$ cat src/design/ntt_pkg.sv
`timescale 1ns / 1ps
package ntt_pkg;

	localparam int unsigned MAX_LOG2 = 10;
	localparam int unsigned DEPTH    = 1 << MAX_LOG2;
	localparam int unsigned VAL_W    = 30;
	localparam int unsigned IDX_W    = MAX_LOG2;
	localparam int unsigned CNT_W    = MAX_LOG2 + 1;
	localparam int unsigned LG_W     = 4;

	localparam logic [VAL_W-1:0] PRIME = 30'd998244353;
	localparam logic [VAL_W-1:0] GEN   = 30'd3;

	localparam logic CFG_SIZE = 1'b0;
	localparam logic CFG_INV  = 1'b1;
	localparam logic ACT_LOAD = 1'b0;
	localparam logic ACT_READ = 1'b1;

	typedef logic [VAL_W-1:0] val_t;
	typedef val_t tw_tab_t [MAX_LOG2];

	typedef enum logic [3:0] {
		ST_IDLE,
		ST_SW_CHK,
		ST_SW_RD1,
		ST_SW_RD2,
		ST_SW_WR1,
		ST_SW_WR2,
		ST_BF_CHK,
		ST_BF_RD1,
		ST_BF_RD2,
		ST_BF_MS,
		ST_BF_MUL,
		ST_BF_WR1,
		ST_BF_WR2,
		ST_BF_TW,
		ST_SC_CHK,
		ST_SC_RD
	} state_t;

	// Modular product by double-and-add; both operands must be below the prime.
	function automatic val_t mul_const(val_t a, val_t b);
		logic [31:0] acc;
		acc = '0;
		for (int k = VAL_W - 1; k >= 0; k--) begin
			acc = {acc[30:0], 1'b0} + (b[k] ? {2'b00, a} : 32'd0);
			if (acc >= {1'b0, PRIME, 1'b0}) begin
				acc = acc - {1'b0, PRIME, 1'b0};
			end else if (acc >= {2'b00, PRIME}) begin
				acc = acc - {2'b00, PRIME};
			end
		end
		return acc[VAL_W-1:0];
	endfunction

	// Exponentiation done at elaboration only.
	function automatic val_t pow_const(val_t base, val_t e);
		val_t acc;
		val_t sq;
		acc = VAL_W'(1);
		sq = base;
		for (int k = 0; k < VAL_W; k++) begin
			if (e[k]) begin
				acc = mul_const(acc, sq);
			end
			sq = mul_const(sq, sq);
		end
		return acc;
	endfunction

	// Stage s uses the root of unity of order 2^(s+1).
	function automatic tw_tab_t build_tw();
		tw_tab_t t;
		for (int s = 0; s < MAX_LOG2; s++) begin
			t[s] = pow_const(GEN, (PRIME - VAL_W'(1)) >> (s + 1));
		end
		return t;
	endfunction

	localparam tw_tab_t TW_TAB = build_tw();

endpackage

$ cat src/design/ntt_modmul.sv
`timescale 1ns / 1ps
module ntt_modmul (
	input  logic          clk,
	input  logic          arst_n,
	input  logic          start,
	input  ntt_pkg::val_t op_a,
	input  ntt_pkg::val_t op_b,
	output logic          done,
	output ntt_pkg::val_t result
);
	import ntt_pkg::*;

	localparam logic [31:0] P1 = {2'b00, PRIME};
	localparam logic [31:0] P2 = {1'b0, PRIME, 1'b0};

	logic        busy_q;
	logic        done_q;
	logic [4:0]  bit_q;
	val_t        a_q;
	val_t        b_q;
	val_t        acc_q;
	logic [31:0] sum;
	val_t        acc_nx;

	// Double-and-add from the top multiplier bit; the sum stays below 3P.
	always_comb begin
		sum = {acc_q, 1'b0} + (b_q[VAL_W-1] ? {2'b00, a_q} : 32'd0);
		if (sum >= P2) begin
			acc_nx = VAL_W'(sum - P2);
		end else if (sum >= P1) begin
			acc_nx = VAL_W'(sum - P1);
		end else begin
			acc_nx = VAL_W'(sum);
		end
	end

	always_ff @(posedge clk or negedge arst_n) begin
		if (!arst_n) begin
			busy_q <= 1'b0;
			done_q <= 1'b0;
			bit_q  <= '0;
		end else begin
			done_q <= 1'b0;
			if (start) begin
				busy_q <= 1'b1;
				bit_q  <= 5'(VAL_W);
			end else if (busy_q) begin
				bit_q <= bit_q - 5'd1;
				if (bit_q == 5'd1) begin
					busy_q <= 1'b0;
					done_q <= 1'b1;
				end
			end
		end
	end

	always_ff @(posedge clk) begin
		if (start) begin
			a_q   <= op_a;
			b_q   <= op_b;
			acc_q <= '0;
		end else if (busy_q) begin
			acc_q <= acc_nx;
			b_q   <= {b_q[VAL_W-2:0], 1'b0};
		end
	end

	assign done   = done_q;
	assign result = acc_q;

endmodule

$ cat config.mk
export PLATFORM = sky130hd
export DESIGN_NAME = ntt_modmul
export DESIGN_NICKNAME = d
export VERILOG_FILES = /design/src/design/ntt_pkg.sv /design/src/design/ntt_modmul.sv
export SDC_FILE = /design/constraint.sdc
export NUM_CORES = 1
export LEC_CHECK = 0
export BUFFER_PORTS_ARGS = -buffer_cell sky130_fd_sc_hd__buf_4
export CELL_PAD_IN_SITES_DETAIL_PLACEMENT = 1
export CELL_PAD_IN_SITES_GLOBAL_PLACEMENT = 2
export CORE_UTILIZATION = 37
export CTS_CLUSTER_DIAMETER = 150
export CTS_CLUSTER_SIZE = 40
export DETAILED_ROUTE_END_ITERATION = 16
export GPL_ROUTABILITY_DRIVEN = 0
export PLACE_DENSITY = 0.81
export SYNTH_ARGS = -nofsm -noshare
export SYNTH_HDL_FRONTEND = slang
export SYNTH_SLANG_ARGS = --single-unit
$ cat constraint.sdc
create_clock -name clk -period 5.5 [get_ports clk]
set_input_delay 0.55 -clock clk [delete_from_list [all_inputs] [get_ports clk]]
set_output_delay 0.55 -clock clk [all_outputs]
set_load 0.01 [all_outputs]
==> metrics.txt <==
# TYPE chip_impl_metric gauge
chip_impl_metric{name="num-fill-cells",unit=""} 2288
chip_impl_metric{name="yosysWarningCount",unit=""} 0
chip_impl_info{name="ys_dominant_reg_cell",value="sky130_fd_sc_hd__edfxtp_1"} 1
chip_impl_info{name="layout_commonest_cell",value="sky130_fd_sc_hd__buf_4"} 1
chip_impl_metric{name="pin_count_of_the_biggest_net_entering_global_routing",unit=""} 83
chip_impl_metric{name="numCtsBuffers",unit=""} 9
chip_impl_metric{name="final_slew_viol_count",unit=""} 0
chip_impl_metric{name="synth_enable_flop_cells",unit=""} 60
chip_impl_metric{name="crit_fanout",unit=""} 17
chip_impl_metric{name="finClkSkew",unit="ns"} 0.0149
chip_impl_info{name="status",value="completed"} 1
chip_impl_metric{name="post-route-util",unit=""} 0.445
chip_impl_metric{name="period_minus_slack",unit="ns"} 4.95
chip_impl_metric{name="ir_worst_vdd",unit="V"} 0.000202
chip_impl_metric{name="syn_area",unit="sq um"} 7380
chip_impl_metric{name="die_h",unit="um"} 143
chip_impl_metric{name="cts_max_path_buffers",unit=""} 2
chip_impl_metric{name="syn_avg_cell_area",unit="sq um"} 9.24
chip_impl_metric{name="die_area",unit="sq um"} 20500
chip_impl_metric{name="number_of_flip_flops_and_latches_in_the_synthesized_netlist",unit=""} 97
chip_impl_metric{name="power_per_cell_area",unit="nW/um^2"} 413
chip_impl_metric{name="synth_seq_area_share",unit=""} 0.349
chip_impl_metric{name="first_pass_grt_wire_length",unit="um"} 37900
chip_impl_metric{name="totalPowerFinal",unit="W"} 0.00359
chip_impl_metric{name="route.antenna.remaining_nets",unit=""} 0
chip_impl_metric{name="num_antenna_cells",unit=""} 0
chip_impl_metric{name="async_flop_share",unit=""} 0.0722
chip_impl_metric{name="clk_latency",unit="ns"} 0.37
chip_impl_metric{name="hpwlAfterDp",unit="um"} 18000
chip_impl_metric{name="synth_cell_types",unit=""} 98
chip_impl_metric{name="setup_viol",unit=""} 0
chip_impl_metric{name="cp_data_required_time",unit="ns"} 5.76
chip_impl_metric{name="drc",unit=""} 0
chip_impl_metric{name="antenna_found_initial",unit=""} 0
chip_impl_metric{name="detail_route.wirelength",unit="um"} 23900
chip_impl_metric{name="max_cap_violations",unit=""} 0
chip_impl_metric{name="io_buffer_count",unit=""} 93
chip_impl_info{name="final_cell_mix",value="sky130_fd_sc_hd__buf_4, sky130_fd_sc_hd__nor2_1, sky130_fd_sc_hd__edfxtp_1, sky130_fd_sc_hd__nand2_1, sky130_fd_sc_hd__and2_1"} 1
chip_impl_metric{name="avgViaCountPerCell",unit=""} 5.87
chip_impl_metric{name="h-tree-depth",unit=""} 3
chip_impl_metric{name="finalCritPeriodShare",unit=""} 0.901
chip_impl_metric{name="final_layout_size_suffix_gt1_frac",unit=""} 0.230
chip_impl_metric{name="initialDrtViolationCount",unit=""} 412
chip_impl_metric{name="final_hold_vios",unit=""} 0
chip_impl_metric{name="fp.dieW",unit="um"} 143
chip_impl_metric{name="nNetsFinal",unit=""} 979
chip_impl_info{name="critical_path.endpoint_type",value="flip-flop"} 1
chip_impl_metric{name="post_drt_wl_per_cell",unit="um"} 20.8
chip_impl_metric{name="all_layer_global_routing_usage",unit=""} 0.241
chip_impl_info{name="tritoncts_clock_tree",value="done"} 1
chip_impl_info{name="clock_tree.root_cell",value="sky130_fd_sc_hd__clkbuf_16"} 1
chip_impl_metric{name="core_area",unit="sq um"} 19500
chip_impl_metric{name="crit_arrival",unit="ns"} 5.22
chip_impl_metric{name="mapped_nets",unit=""} 899
chip_impl_metric{name="relSlewSlack",unit=""} 0.203
chip_impl_metric{name="synthesis.instances",unit=""} 799
chip_impl_metric{name="detail_route.first_pass.iterations",unit=""} 5
chip_impl_metric{name="dr_vias",unit=""} 6746
chip_impl_metric{name="worst-slew-pin-transition",unit="ns"} 1.19
chip_impl_metric{name="cellLeakagePower",unit="nW"} 3.45
chip_impl_metric{name="setup_tns",unit="ns"} 0
chip_impl_metric{name="tritoncts_num_sinks",unit=""} 97
chip_impl_metric{name="achievable-frequency",unit="MHz"} 202
chip_impl_metric{name="area_delta_synth_final",unit="%"} 17.7
chip_impl_info{name="timing.setup.critical_path_class",value="flip-flop to flip-flop"} 1
chip_impl_metric{name="gr-total-overflow",unit=""} 0
chip_impl_info{name="worstHoldPathType",value="input pin to flip-flop"} 1
chip_impl_metric{name="worst_hold_slack",unit="ns"} 0.350
chip_impl_metric{name="first_global_vias",unit=""} 7006
chip_impl_info{name="grt_setup_unrepaired",value="false"} 1
chip_impl_metric{name="floorplan.initialDensity",unit=""} 0.378
chip_impl_metric{name="design.portCount",unit=""} 94
chip_impl_info{name="worst_setup_path_start_kind",value="flip-flop"} 1
chip_impl_metric{name="floorplan.rows",unit=""} 51
chip_impl_metric{name="clk_pin_slew",unit="ns"} 0.09
chip_impl_metric{name="post_cts_buffers",unit=""} 0
==> logic make-up after synthesis <==
group | Yosys count | share of synthesized area
AO/OA/AOI/OAI | 218 | 0.223
XOR/XNOR | 24 | 0.0305
adder cells (fa/ha/maj) | 37 | 0.0637
buffers and inverters | 59 | 0.0335
flip-flops | 97 | 0.349
multiplexers | 39 | 0.0579
AND/OR/NAND/NOR | 325 | 0.242
==> routing by layer <==
layer	track usage	wire, um	share of wire	vias to the layer above
met1	0.300	10700	0.45	3310
met3	0.0520	1170	0.049	52
met4	0.106	822	0.034	0
met5	0	0	0	-
li1	-	-	-	3188
met2	0.399	11200	0.47	196
==> worst max-delay path, stage by stage, from the launching register on <==
cell	delay [ns]
sky130_fd_sc_hd__edfxtp_1	0.40
sky130_fd_sc_hd__buf_4	0.22
sky130_fd_sc_hd__and2_1	0.16
sky130_fd_sc_hd__ha_1	0.21
sky130_fd_sc_hd__inv_1	0.08
sky130_fd_sc_hd__fa_1	0.21
sky130_fd_sc_hd__and2b_1	0.24
sky130_fd_sc_hd__o211a_1	0.29
sky130_fd_sc_hd__o21ai_2	0.18
sky130_fd_sc_hd__a21boi_1	0.15
sky130_fd_sc_hd__o311a_1	0.40
sky130_fd_sc_hd__nor4b_4	0.44
sky130_fd_sc_hd__a31oi_2	0.24
sky130_fd_sc_hd__a211oi_4	0.62
sky130_fd_sc_hd__a21oi_1	0.24
sky130_fd_sc_hd__or3b_1	0.44
sky130_fd_sc_hd__a2111oi_2	0.30
==> Yosys cell counts, types with 6 or more instances <==
| library cell | number | area [sq um] |
|---|---|---|
| sky130_fd_sc_hd__buf_2 | 8 | 40.0 |
| sky130_fd_sc_hd__o21a_1 | 9 | 67.6 |
| sky130_fd_sc_hd__nand3_1 | 27 | 135 |
| sky130_fd_sc_hd__a211oi_1 | 9 | 67.6 |
| sky130_fd_sc_hd__nor3_1 | 26 | 130 |
| sky130_fd_sc_hd__dfrtp_1 | 7 | 175 |
| sky130_fd_sc_hd__nand4_1 | 20 | 125 |
| sky130_fd_sc_hd__nor2_1 | 72 | 270 |
| sky130_fd_sc_hd__dfxtp_1 | 30 | 601 |
| sky130_fd_sc_hd__edfxtp_1 | 60 | 1800 |
| sky130_fd_sc_hd__o211a_1 | 8 | 80.1 |
| sky130_fd_sc_hd__clkbuf_1 | 27 | 101 |
| sky130_fd_sc_hd__or3_1 | 13 | 81.3 |
| sky130_fd_sc_hd__a21oi_1 | 41 | 205 |
| sky130_fd_sc_hd__o211ai_1 | 8 | 60.1 |
| sky130_fd_sc_hd__o21ai_0 | 31 | 155 |
| sky130_fd_sc_hd__xnor2_1 | 12 | 105 |
| sky130_fd_sc_hd__nor4_1 | 9 | 56.3 |
| sky130_fd_sc_hd__xor2_1 | 10 | 87.6 |
| sky130_fd_sc_hd__ha_1 | 36 | 450 |
| sky130_fd_sc_hd__inv_1 | 17 | 63.8 |
| sky130_fd_sc_hd__nand2_1 | 57 | 214 |
| sky130_fd_sc_hd__and2_1 | 44 | 275 |
| sky130_fd_sc_hd__and3_1 | 8 | 50.1 |
| sky130_fd_sc_hd__mux2_2 | 30 | 338 |
| sky130_fd_sc_hd__a311oi_1 | 10 | 87.6 |
| sky130_fd_sc_hd__nand2b_1 | 12 | 75.1 |
| sky130_fd_sc_hd__mux2i_1 | 9 | 90.1 |
| sky130_fd_sc_hd__a21o_1 | 12 | 90.1 |
| sky130_fd_sc_hd__a211o_1 | 7 | 61.3 |
| sky130_fd_sc_hd__a31oi_1 | 6 | 37.5 |
==> layout make-up <==
cell class | count | area, sq um | area share
well taps | 265 | 332 | 0.0381
flip-flops and latches | 97 | 2580 | 0.296
repair buffers | 111 | 836 | 0.0961
clock buffers | 9 | 225 | 0.0259
inverters | 17 | 63.8 | 0.00734
clock inverters | 7 | 96.3 | 0.0111
multi-input cells | 643 | 4560 | 0.525
==> final timing paths <==
| check | to | startpoint | slack, ns | depth (start not counted) |
|---|---|---|---|---|
| setup / recovery | result[25] | b_q[29] | 0.55 | 16 |
| max in group asynchronous | bit_q[4] | arst_n | 4.85 | 2 |
| min in group asynchronous | bit_q[0] | arst_n | 0.53 | 2 |
| hold reg to reg | result[20] | result[20] | 0.51 | 2 |
| setup reg to reg | result[25] | b_q[29] | 0.55 | 16 |
| hold / removal | a_q[9] | op_a[9] | 0.35 | 1 |
==> sequential cells by signal, summed over array words and instances (netlist names) <==
signal and count:
a_q 30, b_q 30, bit_q 5, busy_q 1, done 1, result 30
==> power breakdown <==
part / switching [W] / total, W / internal (W) / leakage (nW)
clock: 0.000366 / 0.000702 / 0.000336 / 0.156
combinational: 0.00115 / 0.00188 / 0.000731 / 2.36
sequential: 0.000115 / 0.00101 / 0.000895 / 0.934
==> through the flow <==
stage          instance area, sq um  setup WS, ns  std cells
6_report                       8690         0.546       1149
5_1_grt                        8690         0.238       1149
4_1_cts                        8690         0.576       1149
3_5_place_dp                   8360         0.607       1132
3_3_place_gp                   8360         0.747       1132
2_1_floorplan                  7380          1.46        799
==> repair_timing <==
action	4_1_cts	5_1_grt
hold endpoints to repair	7	0
resized for setup	0	0
hold buffers	1	0
Power figures use the tool's default switching activity.
